**src/lpp_pkg.sv**
```systemverilog
// lpp_pkg: shared types and constants for the lidar packet parser
`default_nettype none
package lpp_pkg;

  localparam int unsigned ANGLE_BINS_DEF  = 360;
  localparam logic [7:0]  HDR_FIRST       = 8'hAA;
  localparam logic [7:0]  HDR_SECOND      = 8'h55;
  localparam int unsigned TYPE_SKIP_BIT   = 0;
  localparam logic [13:0] MAX_DEPTH_RESET = 14'd1000;

  localparam int unsigned BYTE_W   = 8;
  localparam int unsigned ANGLE_W  = 9;
  localparam int unsigned DIST_W   = 14;
  localparam int unsigned BINS_W   = 10;
  // reciprocal multiply for the angle modulo, exact for 9-bit dividends
  localparam int unsigned RECIP_SHIFT = 19;
  localparam int unsigned RECIP_W     = 20;

  typedef enum logic [3:0] {
    PH_HUNT1   = 4'd0,
    PH_HUNT2   = 4'd1,
    PH_TYPE    = 4'd2,
    PH_COUNT   = 4'd3,
    PH_FSA_LO  = 4'd4,
    PH_FSA_HI  = 4'd5,
    PH_LSA_LO  = 4'd6,
    PH_LSA_HI  = 4'd7,
    PH_CS_LO   = 4'd8,
    PH_CS_HI   = 4'd9,
    PH_SAMP_LO = 4'd10,
    PH_SAMP_HI = 4'd11
  } phase_t;

  typedef struct packed {
    logic [ANGLE_W-1:0] angle_deg;
    logic [DIST_W-1:0]  distance;
    logic               last_of_packet;
  } result_t;

endpackage
`default_nettype wire

```
**src/lpp_angle_mod.sv**
```systemverilog
// lpp_angle_mod: first angle in whole degrees reduced modulo the bin count
`default_nettype none
module lpp_angle_mod #(
  parameter int unsigned ANGLE_BINS = lpp_pkg::ANGLE_BINS_DEF
) (
  input  wire logic                        clk,
  input  wire logic                        load,
  input  wire logic [lpp_pkg::ANGLE_W-1:0] deg_in,
  output logic      [lpp_pkg::ANGLE_W-1:0] base_angle
);

  localparam int unsigned RECIP =
    ((1 << lpp_pkg::RECIP_SHIFT) + ANGLE_BINS - 1) / ANGLE_BINS;
  localparam int unsigned PROD_W = lpp_pkg::ANGLE_W + lpp_pkg::RECIP_W;
  localparam int unsigned QB_W   = lpp_pkg::ANGLE_W + lpp_pkg::BINS_W;

  logic [lpp_pkg::ANGLE_W-1:0] deg_r, deg1_r, deg2_r, base_r;
  logic [PROD_W-1:0]           prod_r;
  logic [QB_W-1:0]             qb_r;
  logic [lpp_pkg::ANGLE_W-1:0] quot;

  // quotient is below 512, so bit 28 of the product is always clear
  assign quot = prod_r[lpp_pkg::RECIP_SHIFT +: lpp_pkg::ANGLE_W];

  // free-running: after a load the angle passes through prod_r, qb_r and
  // base_r; the parser picks it up on the checksum high byte, no sooner than base_r holds it
  always_ff @(posedge clk) begin
    if (load) begin
      deg_r <= deg_in;
    end
    prod_r <= PROD_W'(deg_r) * PROD_W'(lpp_pkg::RECIP_W'(RECIP));
    deg1_r <= deg_r;
    qb_r   <= QB_W'(quot) * QB_W'(lpp_pkg::BINS_W'(ANGLE_BINS));
    deg2_r <= deg1_r;
    base_r <= deg2_r - qb_r[lpp_pkg::ANGLE_W-1:0];
  end

  assign base_angle = base_r;

endmodule
`default_nettype wire

```
**src/lpp_fsm.sv**
```systemverilog
// lpp_fsm: byte-level packet parser and per-sample result formation
`default_nettype none
module lpp_fsm #(
  parameter int unsigned ANGLE_BINS = lpp_pkg::ANGLE_BINS_DEF
) (
  input  wire logic                        clk,
  input  wire logic                        rst_n,
  input  wire logic                        beat,
  input  wire logic [lpp_pkg::BYTE_W-1:0]  rx_byte,
  input  wire logic [lpp_pkg::DIST_W-1:0]  max_depth,
  input  wire logic [lpp_pkg::ANGLE_W-1:0] base_angle,
  output logic                             fsa_load,
  output logic      [lpp_pkg::ANGLE_W-1:0] fsa_deg,
  output logic                             res_vld,
  output lpp_pkg::result_t                 res
);

  localparam logic [lpp_pkg::ANGLE_W-1:0] ANGLE_TOP = lpp_pkg::ANGLE_W'(ANGLE_BINS - 1);

  lpp_pkg::phase_t             phase_r, phase_nxt;
  logic [7:0]                  total_r, total_nxt;
  logic [7:0]                  index_r, index_nxt;
  logic [7:0]                  hold_r, hold_nxt;
  logic [lpp_pkg::ANGLE_W-1:0] angle_r, angle_nxt;
  logic                        is_last;
  logic [lpp_pkg::DIST_W-1:0]  dist_raw;

  assign is_last  = ({1'b0, index_r} + 9'd1) >= {1'b0, total_r};
  assign dist_raw = {rx_byte, hold_r[7:2]};
  assign fsa_deg  = {rx_byte, hold_r[7]};

  // next state
  always_comb begin
    phase_nxt = phase_r;
    total_nxt = total_r;
    index_nxt = index_r;
    hold_nxt  = hold_r;
    angle_nxt = angle_r;
    if (beat) begin
      case (phase_r)
        lpp_pkg::PH_HUNT1: begin
          if (rx_byte == lpp_pkg::HDR_FIRST) phase_nxt = lpp_pkg::PH_HUNT2;
        end
        lpp_pkg::PH_HUNT2: begin
          if (rx_byte == lpp_pkg::HDR_SECOND) phase_nxt = lpp_pkg::PH_TYPE;
          else if (rx_byte != lpp_pkg::HDR_FIRST) phase_nxt = lpp_pkg::PH_HUNT1;
        end
        lpp_pkg::PH_TYPE: begin
          phase_nxt = rx_byte[lpp_pkg::TYPE_SKIP_BIT] ? lpp_pkg::PH_HUNT1 : lpp_pkg::PH_COUNT;
        end
        lpp_pkg::PH_COUNT: begin
          total_nxt = rx_byte;
          index_nxt = '0;
          phase_nxt = (rx_byte == 8'd0) ? lpp_pkg::PH_HUNT1 : lpp_pkg::PH_FSA_LO;
        end
        lpp_pkg::PH_FSA_LO: begin
          hold_nxt  = rx_byte;
          phase_nxt = lpp_pkg::PH_FSA_HI;
        end
        lpp_pkg::PH_FSA_HI:  phase_nxt = lpp_pkg::PH_LSA_LO;
        lpp_pkg::PH_LSA_LO:  phase_nxt = lpp_pkg::PH_LSA_HI;
        lpp_pkg::PH_LSA_HI:  phase_nxt = lpp_pkg::PH_CS_LO;
        lpp_pkg::PH_CS_LO:   phase_nxt = lpp_pkg::PH_CS_HI;
        lpp_pkg::PH_CS_HI: begin
          index_nxt = '0;
          angle_nxt = base_angle;
          phase_nxt = lpp_pkg::PH_SAMP_LO;
        end
        lpp_pkg::PH_SAMP_LO: begin
          hold_nxt  = rx_byte;
          phase_nxt = lpp_pkg::PH_SAMP_HI;
        end
        lpp_pkg::PH_SAMP_HI: begin
          index_nxt = index_r + 8'd1;
          angle_nxt = (angle_r == ANGLE_TOP) ? '0 : angle_r + 1'b1;
          phase_nxt = is_last ? lpp_pkg::PH_HUNT1 : lpp_pkg::PH_SAMP_LO;
        end
        default: phase_nxt = lpp_pkg::PH_HUNT1;
      endcase
    end
  end

  // outputs
  always_comb begin
    fsa_load           = 1'b0;
    res_vld            = 1'b0;
    res.angle_deg      = angle_r;
    res.distance       = (dist_raw >= max_depth) ? '0 : dist_raw;
    res.last_of_packet = is_last;
    case (phase_r)
      lpp_pkg::PH_FSA_HI:  fsa_load = beat;
      lpp_pkg::PH_SAMP_HI: res_vld  = beat;
      default: ;
    endcase
  end

  always_ff @(posedge clk) begin
    if (!rst_n) begin
      phase_r <= lpp_pkg::PH_HUNT1;
      total_r <= '0;
      index_r <= '0;
      hold_r  <= '0;
      angle_r <= '0;
    end else begin
      phase_r <= phase_nxt;
      total_r <= total_nxt;
      index_r <= index_nxt;
      hold_r  <= hold_nxt;
      angle_r <= angle_nxt;
    end
  end

endmodule
`default_nettype wire

```
**src/lidar_packet_parser.sv**
```systemverilog
// lidar_packet_parser: top level, scan packet bytes in, angle/distance samples out
//
//   channel | dir | beat fields
//   --------+-----+---------------------------------------------------------
//   in_     | in  | tdata[7:0] rx_byte
//   out_    | out | tdata[8:0] angle_deg, [22:9] distance; tlast last_of_packet
//   cfg_    | in  | wr_data[13:0] max_depth, written when wr_en high
//
// One byte per cycle while in_tready is high: each accepted byte passes
// through the parser logic and, on a sample's second byte, lands in the
// output register, so the result is on out_ the cycle after that byte's beat.
// The output register frees in the same cycle it is taken, so in_tready
// only drops while a result is held against a low out_tready.
// The angle modulo runs in a side pipeline (prod_r, qb_r, base_r) whose
// result is ready by the earliest cycle the checksum high byte can be taken,
// which is where the parser picks it up. Synchronous active-low reset; max_depth
// returns to 1000 and the parser goes back to hunting for the header.
`default_nettype none
module lidar_packet_parser #(
  parameter int unsigned ANGLE_BINS = lpp_pkg::ANGLE_BINS_DEF
) (
  input  wire logic        clk,
  input  wire logic        rst_n,
  input  wire logic        in_tvalid,
  output logic             in_tready,
  input  wire logic [7:0]  in_tdata,     // [7:0] rx_byte
  output logic             out_tvalid,
  input  wire logic        out_tready,
  output logic [23:0]      out_tdata,    // [8:0] angle_deg, [22:9] distance, [23] zero
  output logic             out_tlast,
  input  wire logic        cfg_wr_en,
  input  wire logic [13:0] cfg_wr_data   // [13:0] max_depth
);

  logic                             in_beat;
  logic [lpp_pkg::DIST_W-1:0]       max_depth_r;
  logic [lpp_pkg::ANGLE_W-1:0]      base_angle;
  logic                             fsa_load;
  logic [lpp_pkg::ANGLE_W-1:0]      fsa_deg;
  logic                             res_vld;
  lpp_pkg::result_t                 res;
  logic                             out_vld_r, out_vld_nxt;
  lpp_pkg::result_t                 out_res_r;

  // output slot is free or being emptied this cycle
  assign in_tready = !out_vld_r || out_tready;
  assign in_beat   = in_tvalid && in_tready;

  always_ff @(posedge clk) begin
    if (!rst_n) begin
      max_depth_r <= lpp_pkg::MAX_DEPTH_RESET;
    end else if (cfg_wr_en) begin
      max_depth_r <= cfg_wr_data;
    end
  end

  lpp_angle_mod #(
    .ANGLE_BINS (ANGLE_BINS)
  ) u_angle (
    .clk        (clk),
    .load       (fsa_load),
    .deg_in     (fsa_deg),
    .base_angle (base_angle)
  );

  lpp_fsm #(
    .ANGLE_BINS (ANGLE_BINS)
  ) u_fsm (
    .clk        (clk),
    .rst_n      (rst_n),
    .beat       (in_beat),
    .rx_byte    (in_tdata),
    .max_depth  (max_depth_r),
    .base_angle (base_angle),
    .fsa_load   (fsa_load),
    .fsa_deg    (fsa_deg),
    .res_vld    (res_vld),
    .res        (res)
  );

  // result register: load on a new sample, clear when taken
  always_comb begin
    out_vld_nxt = out_vld_r;
    if (in_beat) begin
      out_vld_nxt = res_vld;
    end else if (out_tready) begin
      out_vld_nxt = 1'b0;
    end
  end

  always_ff @(posedge clk) begin
    if (!rst_n) begin
      out_vld_r <= 1'b0;
    end else begin
      out_vld_r <= out_vld_nxt;
    end
  end

  always_ff @(posedge clk) begin
    if (in_beat && res_vld) begin
      out_res_r <= res;
    end
  end

  assign out_tvalid = out_vld_r;
  assign out_tdata  = {1'b0, out_res_r.distance, out_res_r.angle_deg};
  assign out_tlast  = out_res_r.last_of_packet;

  // a sample byte always leaves a result behind
  a_res_lands: assert property (@(posedge clk) disable iff (!rst_n)
    in_beat && res_vld |=> out_tvalid)
    else $error("sample result not registered");

  // angle bin stays inside the configured range
  a_angle_range: assert property (@(posedge clk) disable iff (!rst_n)
    out_tvalid |-> (32'(out_tdata[8:0]) < ANGLE_BINS))
    else $error("angle bin out of range");

  // a byte that makes no result empties a drained output slot
  a_no_phantom: assert property (@(posedge clk) disable iff (!rst_n)
    in_beat && !res_vld |=> !out_tvalid)
    else $error("result appeared without a sample byte");

endmodule
`default_nettype wire
```
**config.mk**
```make
export PLATFORM = sky130hd
export DESIGN_NAME = lidar_packet_parser
export DESIGN_NICKNAME = d
export VERILOG_FILES = /design/src/lpp_pkg.sv /design/src/lpp_angle_mod.sv /design/src/lpp_fsm.sv /design/src/lidar_packet_parser.sv
export SDC_FILE = /design/constraint.sdc
export NUM_CORES = 1
export LEC_CHECK = 0
export ABC_AREA = 1
export ABC_CLOCK_PERIOD_IN_PS = 3700
export BUFFER_PORTS_ARGS = -buffer_cell sky130_fd_sc_hd__buf_2
export CAP_MARGIN = 40
export CORE_MARGIN = 2
export CORE_UTILIZATION = 55
export CTS_BUF_LIST = sky130_fd_sc_hd__clkbuf_4
export CTS_CLUSTER_DIAMETER = 60
export DETAILED_ROUTE_END_ITERATION = 10
export GPL_TIMING_DRIVEN = 1
export PLACE_DENSITY = 0.87
export SKIP_CTS_REPAIR_TIMING = 1
export SLEW_MARGIN = 20
export SYNTH_ARGS = -nofsm -noshare
export SYNTH_HDL_FRONTEND = slang
export SYNTH_SLANG_ARGS = --single-unit
```
**constraint.sdc**
```tcl
create_clock -name clk -period 3.7 [get_ports clk]
set_clock_uncertainty 0.05 [all_clocks]
set_input_delay 0.74 -clock clk [delete_from_list [all_inputs] [get_ports clk]]
set_output_delay 0.74 -clock clk [all_outputs]
set_load 0.05 [all_outputs]
```
# After elaboration in Yosys (flattened, before gate mapping)
# Index checks and enable logic that the tools add are counted.
# op_classes
n_mux	14
n_addsub	4
n_eq_ne	17
reduce_logical	16
n_lt_le_gt_ge	2
mul	2
# ops
op	n
4-bit case mux with 12 select lines	1
9-bit by 11-bit multiplier with 20-bit output (second input constant)	1
9-bit case mux with 2 select lines	1
4-bit by 3-bit equality test with 1-bit output (second input constant)	4
4-bit equality test (second input constant)	4
4-bit two-way mux	4
8-bit case mux with 2 select lines	1
14-bit greater-or-equal comparator	1
8-bit by 1-bit adder with 9-bit output (second input constant)	1
9-bit by 1-bit adder with 9-bit output (second input constant)	1
9-bit equality test (second input constant)	1
9-bit by 8-bit greater-or-equal comparator with 1-bit output	1
9-bit two-way mux	1
9-bit subtractor	1
8-bit by 1-bit adder with 8-bit output (second input constant)	1
4-bit by 2-bit equality test with 1-bit output (second input constant)	2
8-bit by 7-bit equality test with 1-bit output (second input constant)	1
8-bit equality test (second input constant)	1
8-bit zero test	1
8-bit != test (second input constant)	1
2-bit AND reduction	4
1-bit by 6-bit multiplier with 6-bit output (second input constant)	1
2-bit nonzero test	3
4-bit by 1-bit equality test with 1-bit output (second input constant)	1
other kinds (11)	16
# totals
elab_cells	71
inputBits	27
reg_bits	138
out_inout_bits	27

# Depth between registers and ports, before layout
# Gate-level depths: netlist of the first run.
# depth
ltp_word	5
ltp_mapped	15
depth_no_buf	15

# Hierarchy
# From an unflattened synthesis of the first run, not the netlist that was laid out.
# hier_totals
hier_cells	676
area_unflattened_um2	6067.1
# modules_own_cells
module	cells_each	n_inst	seq_area_each_um2	area_each_um2
lpp_fsm	372	1	700.7	2494.9
lpp_angle_mod	207	1	850.8	2280.9
lidar_packet_parser	97	1	1021.0	1291.2

# Least setup slack after synthesis of the first run
# No wires, ideal clock.
# synth_timing
path_kind	flip-flop to flip-flop
startpoint	register u_angle.deg_r[8] (netlist name)
endpoint	register u_angle.prod_r[19]
path_slack_ps	185
path_stages_with_launch	15
t_required_ps	3533
synth_period_minus_slack_ps	3515
path_buffers	0
arrival_time_ps	3347
path_cell_list	edfxtp_1 ha_1 inv_1 fa_1 inv_1 fa_1 inv_1 fa_1 inv_1 ha_1 a21oi_1 o21ai_0 a21oi_1 nand2_1 xor2_1
# synth_between
elab_chain_len	1
# synth_lines
item	line	source
start: declaration	lpp_angle_mod.sv:17	logic [lpp_pkg::ANGLE_W-1:0] deg_r, deg1_r, deg2_r, base_r;
start signal: assignment	lpp_angle_mod.sv:29	deg_r <= deg_in;
9-bit by 11-bit multiplier with 20-bit output	lpp_angle_mod.sv:31	prod_r <= PROD_W'(deg_r) * PROD_W'(lpp_pkg::RECIP_W'(RECIP));
end signal: assignment	lpp_angle_mod.sv:31	
end: declaration	lpp_angle_mod.sv:18	logic [PROD_W-1:0] prod_r;
# No other way between the ends.
# A chain may end at the register's enable or synchronous reset.

# Final worst setup path of the first run
# layout_timing
startpoint	register u_angle.deg_r[5] (netlist name)
endpoint	register u_angle.prod_r[19]
# Same word-level chain as after synthesis.

==> results of run 1 <==
==> worst reg2reg max path, cell delays in order, from the launching register on <==
cell and delay, ns:
edfxtp_1 0.47, ha_4 0.30, inv_1 0.05, fa_1 0.53, inv_1 0.06, fa_1 0.54
inv_1 0.06, fa_1 0.49, inv_2 0.05, ha_4 0.24, a21oi_2 0.12, o21ai_1 0.07
a21oi_1 0.19, nand2_1 0.11, xor2_1 0.15
==> synth_stat cells (2+ instances only) <==
library cell,count
a21o_1,3
a21oi_1,56
a21oi_2,5
a31oi_1,9
buf_2,2
clkbuf_1,6
dfxtp_1,79
edfxtp_1,33
fa_1,21
ha_1,71
inv_1,105
nand2_1,85
nand3_1,12
nand3b_1,3
nand4_1,7
nor2_1,41
nor2_4,3
nor3_1,7
nor4_1,3
o21ai_0,43
o21ai_1,6
or2_4,2
xnor2_1,3
xor2_1,11
==> logic make-up (layout without fill, tap and decap cells) <==
kind of cell,after synthesis,in the layout,share of synthesized area [%]
buf+inv,118,184,7.92
other cells,1,1,0.0634
compound gates,127,127,11.8
xor+xnor,14,14,2.07
flops,112,112,43.5
simple gates,167,167,12.5
fa+ha+maj,92,92,22.1
==> sequential cells by signal, summed over array words and instances, names as in the netlist <==
signal and flops:
out_tdata 23, max_depth_r 14, u_angle.base_angle 9, u_angle.deg1_r 9
u_angle.deg2_r 9, u_angle.deg_r 9, u_fsm.angle_r 9, u_fsm.index_r 8
u_fsm.total_r 8, u_fsm.hold_r 6, u_fsm.phase_r 4, out_tlast 1
out_tvalid 1, u_angle.prod_r 1, u_angle.qb_r 1
==> where the power goes <==
group / leakage (nW) / switching [mW] / internal [mW] / total [mW]
sequential: 0.953 / 0.00297 / 1.27 / 1.27
combinational: 2.01 / 0.0712 / 0.0337 / 0.105
clock: 0.0660 / 0.383 / 0.145 / 0.528
total: 3.03 / 0.457 / 1.45 / 1.91
==> through the flow <==
stage | setup WS [ns] | hold slack (ns) | std cells
floorplan | 0.185 | 0.260 | 631
global placement | 0.181 | 0.261 | 814
detailed placement | 0.0188 | 0.263 | 814
CTS | -0.00303 | 0.277 | 830
global route | -0.0556 | 0.269 | 833
finish | 0.149 | 0.273 | 833
==> layout make-up <==
class | instances | share of cell area [%]
Multi-Input combinational cell | 401 | 44.8
Sequential cell | 112 | 39.4
Inverter | 107 | 6.15
Timing Repair Buffer | 61 | 5.38
Tap cell | 136 | 2.60
Clock buffer | 10 | 1.15
Clock inverter | 6 | 0.536
==> worst paths after layout <==
| kind | start | to | slack [ns] | cells after the start |
|---|---|---|---|---|
| max | u_angle.deg_r[5]$_DFFE_PP_ | u_angle.prod_r[19]$_DFF_P_ | 0.15 | 14 |
| min | u_angle.deg1_r[5]$_DFF_P_ | u_angle.deg2_r[5]$_DFF_P_ | 0.27 | 0 |
| max reg2reg | u_angle.deg_r[5]$_DFFE_PP_ | u_angle.prod_r[19]$_DFF_P_ | 0.15 | 14 |
| min reg2reg | u_angle.deg1_r[5]$_DFF_P_ | u_angle.deg2_r[5]$_DFF_P_ | 0.27 | 0 |
==> routing by layer <==
metal	routed length [um]	part of all wire (%)	track usage, %
met4	220	1.8	8.06
met2	6390	52	39.6
met1	4870	40	26.4
met5	0	0	0
met3	768	6.3	4.66
==> run metrics, run 1 <==
total die area=11600 um2; Ys Warns=0; Worst Tran Pin Value=0.719 ns; Remaining DRCs=0; final setup violating endpoints=0; Detail Route Antenna Nets=0; IO Port Bufs=52; sequential share of the synthesized area=43.5%; vias in the first global route=4525; share of layout cells above drive strength 1=14.1%; Buf/Inv on CP=4; area of the multi-input gates=2930 um2; clock latency on the worst-skew pair=0.46 ns; most common cell after layout, fill and taps aside=inv_1; Final Cycle Share=96.0%; worst min path class=flip-flop to flip-flop; setup tns final=0 ns; Core Util, Final=63.0%; area share of the largest cell type after synthesis=26.8%; count of flip-flops with a built-in enable after synthesis=33; FF+latch area=2570 um2; GRT Total Usage=22.2%; CTS clk-pin slew, worst paths=0.16 ns; fin nets=811; fill count=820; via/cell ratio=5.42; dominant synthesized flop cell=dfxtp_1; CTS tree=built; cell accounting for the most synthesized area=dfxtp_1; die height=108 um; Slew Viols, Final=0; Routed WL per cell=14.7 um; H-tree depth=3; Via Count=4518; Rel. slew slack=51.9%; most frequent cells in the layout=inv_1, nand2_1, dfxtp_1; CTS sink cnt=112; static leakage power=3.03 nW; worst vdd ir=0.207 mV; DIE WIDTH=108 um; top post-synthesis cells by area=dfxtp_1, edfxtp_1, ha_1; Critical Path End Type=flip-flop; Power Density=292 nW/um2; CP Max Fanout=2; Num CTS Buffers=9; Largest stage delay, worst path=0.54 ns; Worst Path Required=4.01 ns; Yosys cell types=39; fin crit period=3.55 ns; cell count after synthesis=631; cell area after synthesis=5910 um2; Async SR Flop Fraction=0%; Setup CP Type=flip-flop to flip-flop; CP startpoint kind=flip-flop; post-synthesis register bit count=112; grt total ovfl=0; Avg Cell Area, Syn=9.37 um2; floorplan row count=37; Max-Cap Viols=0; dpl cell area=6320 um2; Antenna Cells=0; DP Wirelength=9500 um; Clock Path Buffers=2; P&R area growth vs syn=10.5%; total wire length=12200 um; core area=10400 um2; initial antenna violation count=0; outcome=completed; final total power=1.91 mW; post-route design area=6530 um2; first-pass GRT wire length=20300 um; final-report hold violation count=0; DR pass1 iterations=5; fmax=282 MHz; slowest CP cell=fa_1; DRT iter0 DRCs=319; Root Driver=clkbuf_4; I/O pin count=54; Initial Utilization=57.0%; CP delay by family, top=adder cells; syn_nets=750; WP data arrival=3.86 ns; worst-path cell chain=ha_4, inv_1, fa_1, inv_1, fa_1, inv_1, fa_1, inv_2, ha_4, a21oi_2, o21ai_1, a21oi_1, nand2_1, xor2_1; largest net degree at the start of global routing=33; GP Congestion=0.915
Note: power is estimated with default switching activity, not from simulation.
==> run 2, diff against run 1 <==
--- a/config.mk
+++ b/config.mk
@@ -15,9 +15,10 @@
 export CTS_CLUSTER_DIAMETER = 60
 export DETAILED_ROUTE_END_ITERATION = 10
 export GPL_TIMING_DRIVEN = 1
-export PLACE_DENSITY = 0.87
+export PLACE_DENSITY = 0.86
 export SKIP_CTS_REPAIR_TIMING = 1
 export SLEW_MARGIN = 20
 export SYNTH_ARGS = -nofsm -noshare
 export SYNTH_HDL_FRONTEND = slang
+export SYNTH_HIERARCHICAL = 1
 export SYNTH_SLANG_ARGS = --single-unit
==> run metrics, run 2 <==
Antenna Cells=0 (unchanged); CTS tree=built; Root Driver=clkbuf_4; CP startpoint kind=flip-flop; final setup violating endpoints=0 (unchanged); H-tree depth=3 (unchanged); Crit path depth=17 (+3); grt total ovfl=0 (unchanged); Detail Route Antenna Nets=0 (unchanged); Initial Utilization=56.2% (-0.78 points); die height=109 um (+1.3%); dominant synthesized flop cell=dfxtp_1; dpl cell area=6390 um2 (+1.1%); cell area after synthesis=6070 um2 (+2.6%); hold endpoint=u_angle/base_angle[2]$_DFF_P_; initial antenna violation count=0 (unchanged); cell count after synthesis=676 (+7.1%); GRT Total Usage=21.3% (-0.90 points); floorplan row count=38 (+2.7%); I/O pin count=54 (unchanged); DRT iter0 DRCs=251 (-21%); Yosys cell types=36 (-7.7%); Critical Path End Type=flip-flop; area share of the largest cell type after synthesis=26.1% (-0.69 points); final-report hold violation count=0 (unchanged); clock latency on the worst-skew pair=0.45 ns (about the same); RSZ-0062 raised after global routing=no; Final Cycle Share=96.1% (about the same); WP data arrival=3.85 ns (about the same); syn_nets=795 (+6.0%); first-pass GRT wire length=19900 um (-2.1%); Largest stage delay, worst path=0.53 ns (about the same); total die area=11900 um2 (+2.6%); Hold Crit Depth=0 (unchanged); Place WS=0.00849 ns (-0.0103 ns); most common cell after layout, fill and taps aside=nand2_1; fin nets=848 (+4.6%); worst r2r path cells=17 (+3); Max-Cap Viols=0 (unchanged); fin worst setup slack=0.146 ns (-0.00348 ns); GP Congestion=0.894 (-2.2%); top post-synthesis cells by area=dfxtp_1, edfxtp_1, ha_1; RR Startpoint=u_angle/deg_r[8]$_DFFE_PP_; post-synthesis register bit count=112 (unchanged); fill count=874 (+6.6%); Worst Tran Pin Value=0.581 ns (-0.139 ns); fmax=281 MHz (about the same); worst-path cell chain=ha_1, inv_2, fa_1, inv_1, fa_1, inv_1, fa_1, inv_1, ha_4, nand2_1, nand2_1, nand2_1, nand2_1, a21oi_2, nand2_1, nand2_1, nand2_1; static leakage power=3.10 nW (+2.5%); R2R Path End=u_angle/prod_r[19]$_DFF_P_; Power Density=301 nW/um2 (+3.2%); CP Max Fanout=5 (+3); Setup CP Type=flip-flop to flip-flop; worst vdd ir=0.255 mV (+23%); Async SR Flop Fraction=0% (unchanged); Num CTS Buffers=9 (unchanged); DR pass1 iterations=7 (+2); post-route design area=6630 um2 (+1.4%); slowest CP cell=fa_1; Hold WS=0.278 ns (+0.00499 ns); Ys Warns=6 (+6); Buf/Inv on CP=4 (unchanged); CTS clk-pin slew, worst paths=0.17 ns (about the same); total wire length=12300 um (+0.11%); outcome=completed; share of layout cells above drive strength 1=15.5% (+1.5 points); largest net degree at the start of global routing=36 (+9.1%); P&R area growth vs syn=9.22%; IO Port Bufs=52 (unchanged); worst min path class=flip-flop to flip-flop; vias in the first global route=4472 (-1.2%); DP Wirelength=9410 um (-0.97%); Rel. slew slack=61.3% (+9.4 points); count of flip-flops with a built-in enable after synthesis=33 (unchanged); reg2reg setup slack=0.15 ns (about the same); core area=10800 um2 (+4.1%); most numerous cell in the Yosys netlist=nand2_1; most frequent cells in the layout=nand2_1, inv_1, dfxtp_1; most frequent CP cell=nand2_1; Clock Path Buffers=2 (unchanged); via/cell ratio=5.26 (-3.0%); number of flip-flops in the largest register=23 (unchanged); fin crit period=3.55 ns (+0.00348 ns); Slew Viols, Final=0 (unchanged); cell accounting for the most synthesized area=dfxtp_1; Worst Path Required=4.00 ns (about the same); DIE WIDTH=109 um (+1.3%); Avg Cell Area, Syn=8.97 um2 (-4.2%); synth cell count leaders=nand2_1, inv_1, dfxtp_1; setup tns final=0 ns (unchanged); Hold Path Origin=u_angle/deg2_r[2]$_DFF_P_; sequential share of the synthesized area=42.4% (-1.1 points); CTS sink cnt=112 (unchanged); Routed WL per cell=14.0 um (-4.6%); Via Count=4597 (+1.7%); CP delay by family, top=adder cells; Remaining DRCs=0 (unchanged)
-- run 2: changes by cell type after synthesis, sizes merged, moves of 3 or more --
cell    delta
a31oi      -7
buf       +14
xor2       -3
nor4       -3
clkbuf     -3
a221oi     +3
nand2     +28
o21ai     -13
a21oi      -6
nand3     +15
inv       +16
nor2       +7
-- run 2: cell families (layout without fill, tap and decap cells) --
kind of cell    Yosys count  in the layout  share of synthesized area (%)
flops                   112            112                           42.4
fa+ha+maj                92             92                           21.6
buf+inv                 144            202                           10.0
other cells               1              1                         0.0618
simple gates            211            211                           14.8
compound gates          106            106                           9.67
xor+xnor                 10             10                           1.44
-- run 2: cell type report --
type / instances / area [um2] / area share, %
multi-input cells: 420 / 2930 / 44.1
flip-flops and latches: 112 / 2570 / 38.8
inverters: 122 / 458 / 6.91
repair buffers: 64 / 350 / 5.29
well taps: 140 / 175 / 2.64
clock inverters: 7 / 77.6 / 1.17
clock buffers: 9 / 67.6 / 1.02
-- run 2: power by group --
group          internal [mW]  total [mW]  switching (mW)
combinational         0.0364       0.108          0.0718
clock                  0.215       0.611           0.396
sequential              1.27        1.28         0.00528
-- run 2: how the worst max path moves through the flow --
stage,from,end
3_3_place_gp,u_angle/deg_r[8]$_DFFE_PP_,u_angle/prod_r[19]$_DFF_P_
4_1_cts,u_angle/deg_r[8]$_DFFE_PP_,u_angle/prod_r[19]$_DFF_P_
2_1_floorplan,u_angle/deg_r[8]$_DFFE_PP_,u_angle/prod_r[19]$_DFF_P_
3_5_place_dp,u_angle/deg_r[8]$_DFFE_PP_,u_angle/prod_r[19]$_DFF_P_
6_report,u_angle/deg_r[8]$_DFFE_PP_,u_angle/prod_r[19]$_DFF_P_
5_1_grt,u_angle/deg_r[8]$_DFFE_PP_,u_angle/prod_r[19]$_DFF_P_
-- run 2: worst reg2reg max path, delay by kind of cell (launching register included) --
family,cells,cell delay [ns]
compound gates,1,0.16
buf+inv,4,0.21
simple gates,7,0.43
flops,1,0.52
fa+ha+maj,5,2.08
-- run 2: metrics by stage --
stage	cells	util [%]	total power, mW
global route	874	61.4	2.07
finish	874	61.4	2.00
detailed placement	850	59.2	1.41
CTS	866	60.6	2.01
floorplan	676	-	1.38
global placement	850	59.2	1.40
-- run 2: metal layers --
| layer | share of wire [%] | vias to the layer above | GRT usage (%) |
|---|---|---|---|
| met4 | 2.0 | 0 | 6.96 |
| met2 | 50 | 175 | 37.7 |
| met1 | 43 | 2111 | 26.5 |
| li1 | - | 2289 | - |
| met5 | 0 | - | 0 |
| met3 | 5.5 | 22 | 3.53 |
==> run 3, diff against run 2 <==
--- a/config.mk
+++ b/config.mk
@@ -10,12 +10,12 @@
 export BUFFER_PORTS_ARGS = -buffer_cell sky130_fd_sc_hd__buf_2
 export CAP_MARGIN = 40
 export CORE_MARGIN = 2
-export CORE_UTILIZATION = 55
+export CORE_UTILIZATION = 56
 export CTS_BUF_LIST = sky130_fd_sc_hd__clkbuf_4
 export CTS_CLUSTER_DIAMETER = 60
 export DETAILED_ROUTE_END_ITERATION = 10
 export GPL_TIMING_DRIVEN = 1
-export PLACE_DENSITY = 0.86
+export PLACE_DENSITY = 0.88
 export SKIP_CTS_REPAIR_TIMING = 1
 export SLEW_MARGIN = 20
 export SYNTH_ARGS = -nofsm -noshare
==> run metrics, run 3 (same netlist as run 2, synthesis figures left out) <==
outcome=completed; post-route design area=6610 um2 (-0.28%); fin worst setup slack=0.201 ns (+0.0552 ns); Initial Utilization=56.7% (+0.50 points); final total power=1.94 mW (-3.0%); clock latency on the worst-skew pair=0.43 ns (-0.02 ns); Power Density=293 nW/um2 (-2.7%); Num CTS Buffers=9 (unchanged); WP data arrival=3.80 ns (-0.05 ns); I/O pin count=54 (unchanged); Slew Viols, Final=0 (unchanged); Via Count=4540 (-1.2%); Root Driver=clkbuf_4; final-report hold violation count=0 (unchanged); Hold WS=0.287 ns (+0.00839 ns); P&R area growth vs syn=8.91%; Worst Path Required=4.00 ns (about the same); Setup CP Type=flip-flop to flip-flop; floorplan row count=38 (unchanged); DR pass1 iterations=6 (-1); largest net degree at the start of global routing=36 (unchanged); DIE WIDTH=108 um (-0.87%); share of layout cells above drive strength 1=15.3% (-0.21 points); vias in the first global route=4515 (+0.96%); core area=10700 um2 (-0.88%); Rel. slew slack=62.8% (+1.5 points); Remaining DRCs=0 (unchanged); IO Port Bufs=52 (unchanged); total die area=11700 um2 (-1.7%); Worst Tran Pin Value=0.558 ns (-0.0226 ns); setup tns final=0 ns (unchanged); dpl cells=852 (+0.24%); static leakage power=3.07 nW (-0.92%); DRT iter0 DRCs=225 (-10%); CTS sink cnt=112 (unchanged); RSZ-0062 raised after global routing=no; fin nets=845 (-0.35%); GRT Total Usage=22.4% (+1.1 points); Critical Path End Type=flip-flop; Final Cycle Share=94.6% (-1.5 points); dpl cell area=6410 um2 (+0.23%); initial antenna violation count=0 (unchanged); CTS tree=built; number of flip-flops in the largest register=23 (unchanged); total wire length=12100 um (-1.3%); H-tree depth=3 (unchanged); Place WS=0.0840 ns (+0.0755 ns); Max-Cap Viols=0 (unchanged); Routed WL per cell=13.9 um (-0.92%); grt total ovfl=0 (unchanged); fmax=286 MHz (+1.6%); via/cell ratio=5.21 (-0.90%); CP startpoint kind=flip-flop; die height=108 um (-0.87%); filler-free cell count of the finished design=871 (-0.34%); final setup violating endpoints=0 (unchanged); Detail Route Antenna Nets=0 (unchanged); worst vdd ir=0.221 mV (-13%); CP Max Fanout=2 (-3); CTS clk-pin slew, worst paths=0.16 ns (about the same); Clock Path Buffers=2 (unchanged); first-pass GRT wire length=20600 um (+3.6%); Core Util, Final=61.8% (+0.37 points); most frequent cells in the layout=nand2_1, inv_1, dfxtp_1; DP Wirelength=9140 um (-2.9%); worst min path class=flip-flop to flip-flop; GP Congestion=0.897 (+0.29%); Antenna Cells=0 (unchanged); most common cell after layout, fill and taps aside=nand2_1; fin crit period=3.50 ns (-0.0552 ns)
-- run 3: cell count changes in the layout (fill, tap and decap cells not counted) --
cell	before	now
clkinv_2	1	0
buf_6	0	1
clkbuf_4	9	12
clkinv_1	0	1
bufinv_16	1	0
clkinvlp_4	1	2
inv_6	4	0
ha_4	2	4
ha_1	69	67
inv_8	0	1
buf_4	12	8
-- run 3: area by class of cell --
type                       count  area (um2)
clock buffer                  12        90.1
clock inverter                 4        30.0
fill                         883        4090
inverter                     122         458
multi-input combinational    420        2950
sequential                   112        2570
tap                          140         175
timing repair buffer          61         332
-- run 3: path summary, 6_finish.rpt --
check,startpoint,end,slack (ns),cells after the start
min,u_angle/deg1_r[6]$_DFF_P_,u_angle/deg2_r[6]$_DFF_P_,0.29,0
max,u_angle/deg_r[8]$_DFFE_PP_,u_angle/prod_r[19]$_DFF_P_,0.20,17
min reg2reg,u_angle/deg1_r[6]$_DFF_P_,u_angle/deg2_r[6]$_DFF_P_,0.29,0
max reg2reg,u_angle/deg_r[8]$_DFFE_PP_,u_angle/prod_r[19]$_DFF_P_,0.20,17
-- run 3: per-layer routing --
layer / track usage [%] / vias to the layer above / part of all wire, %
li1: - / 2290 / -
met5: 0 / - / 0
met4: 7.42 / 0 / 1.8
met2: 38.3 / 128 / 49
met3: 4.04 / 19 / 5.4
met1: 28.8 / 2103 / 43
-- run 3: critical path: stages, from the launching register on --
cell and delay, ns:
edfxtp_1 0.48, ha_4 0.29, inv_2 0.05, fa_1 0.53, inv_1 0.06, fa_1 0.53
inv_1 0.06, fa_1 0.53, inv_1 0.07, ha_4 0.22, nand2_1 0.06, nand2_1 0.05
nand2_1 0.06, nand2_1 0.06, a21oi_2 0.15, nand2_1 0.06, nand2_1 0.05, nand2_1 0.04
-- run 3: where the power goes --
part	leakage, nW	internal [mW]	switching [mW]
clock	0.0631	0.165	0.387
sequential	0.940	1.27	0.00521
combinational	2.07	0.0362	0.0718
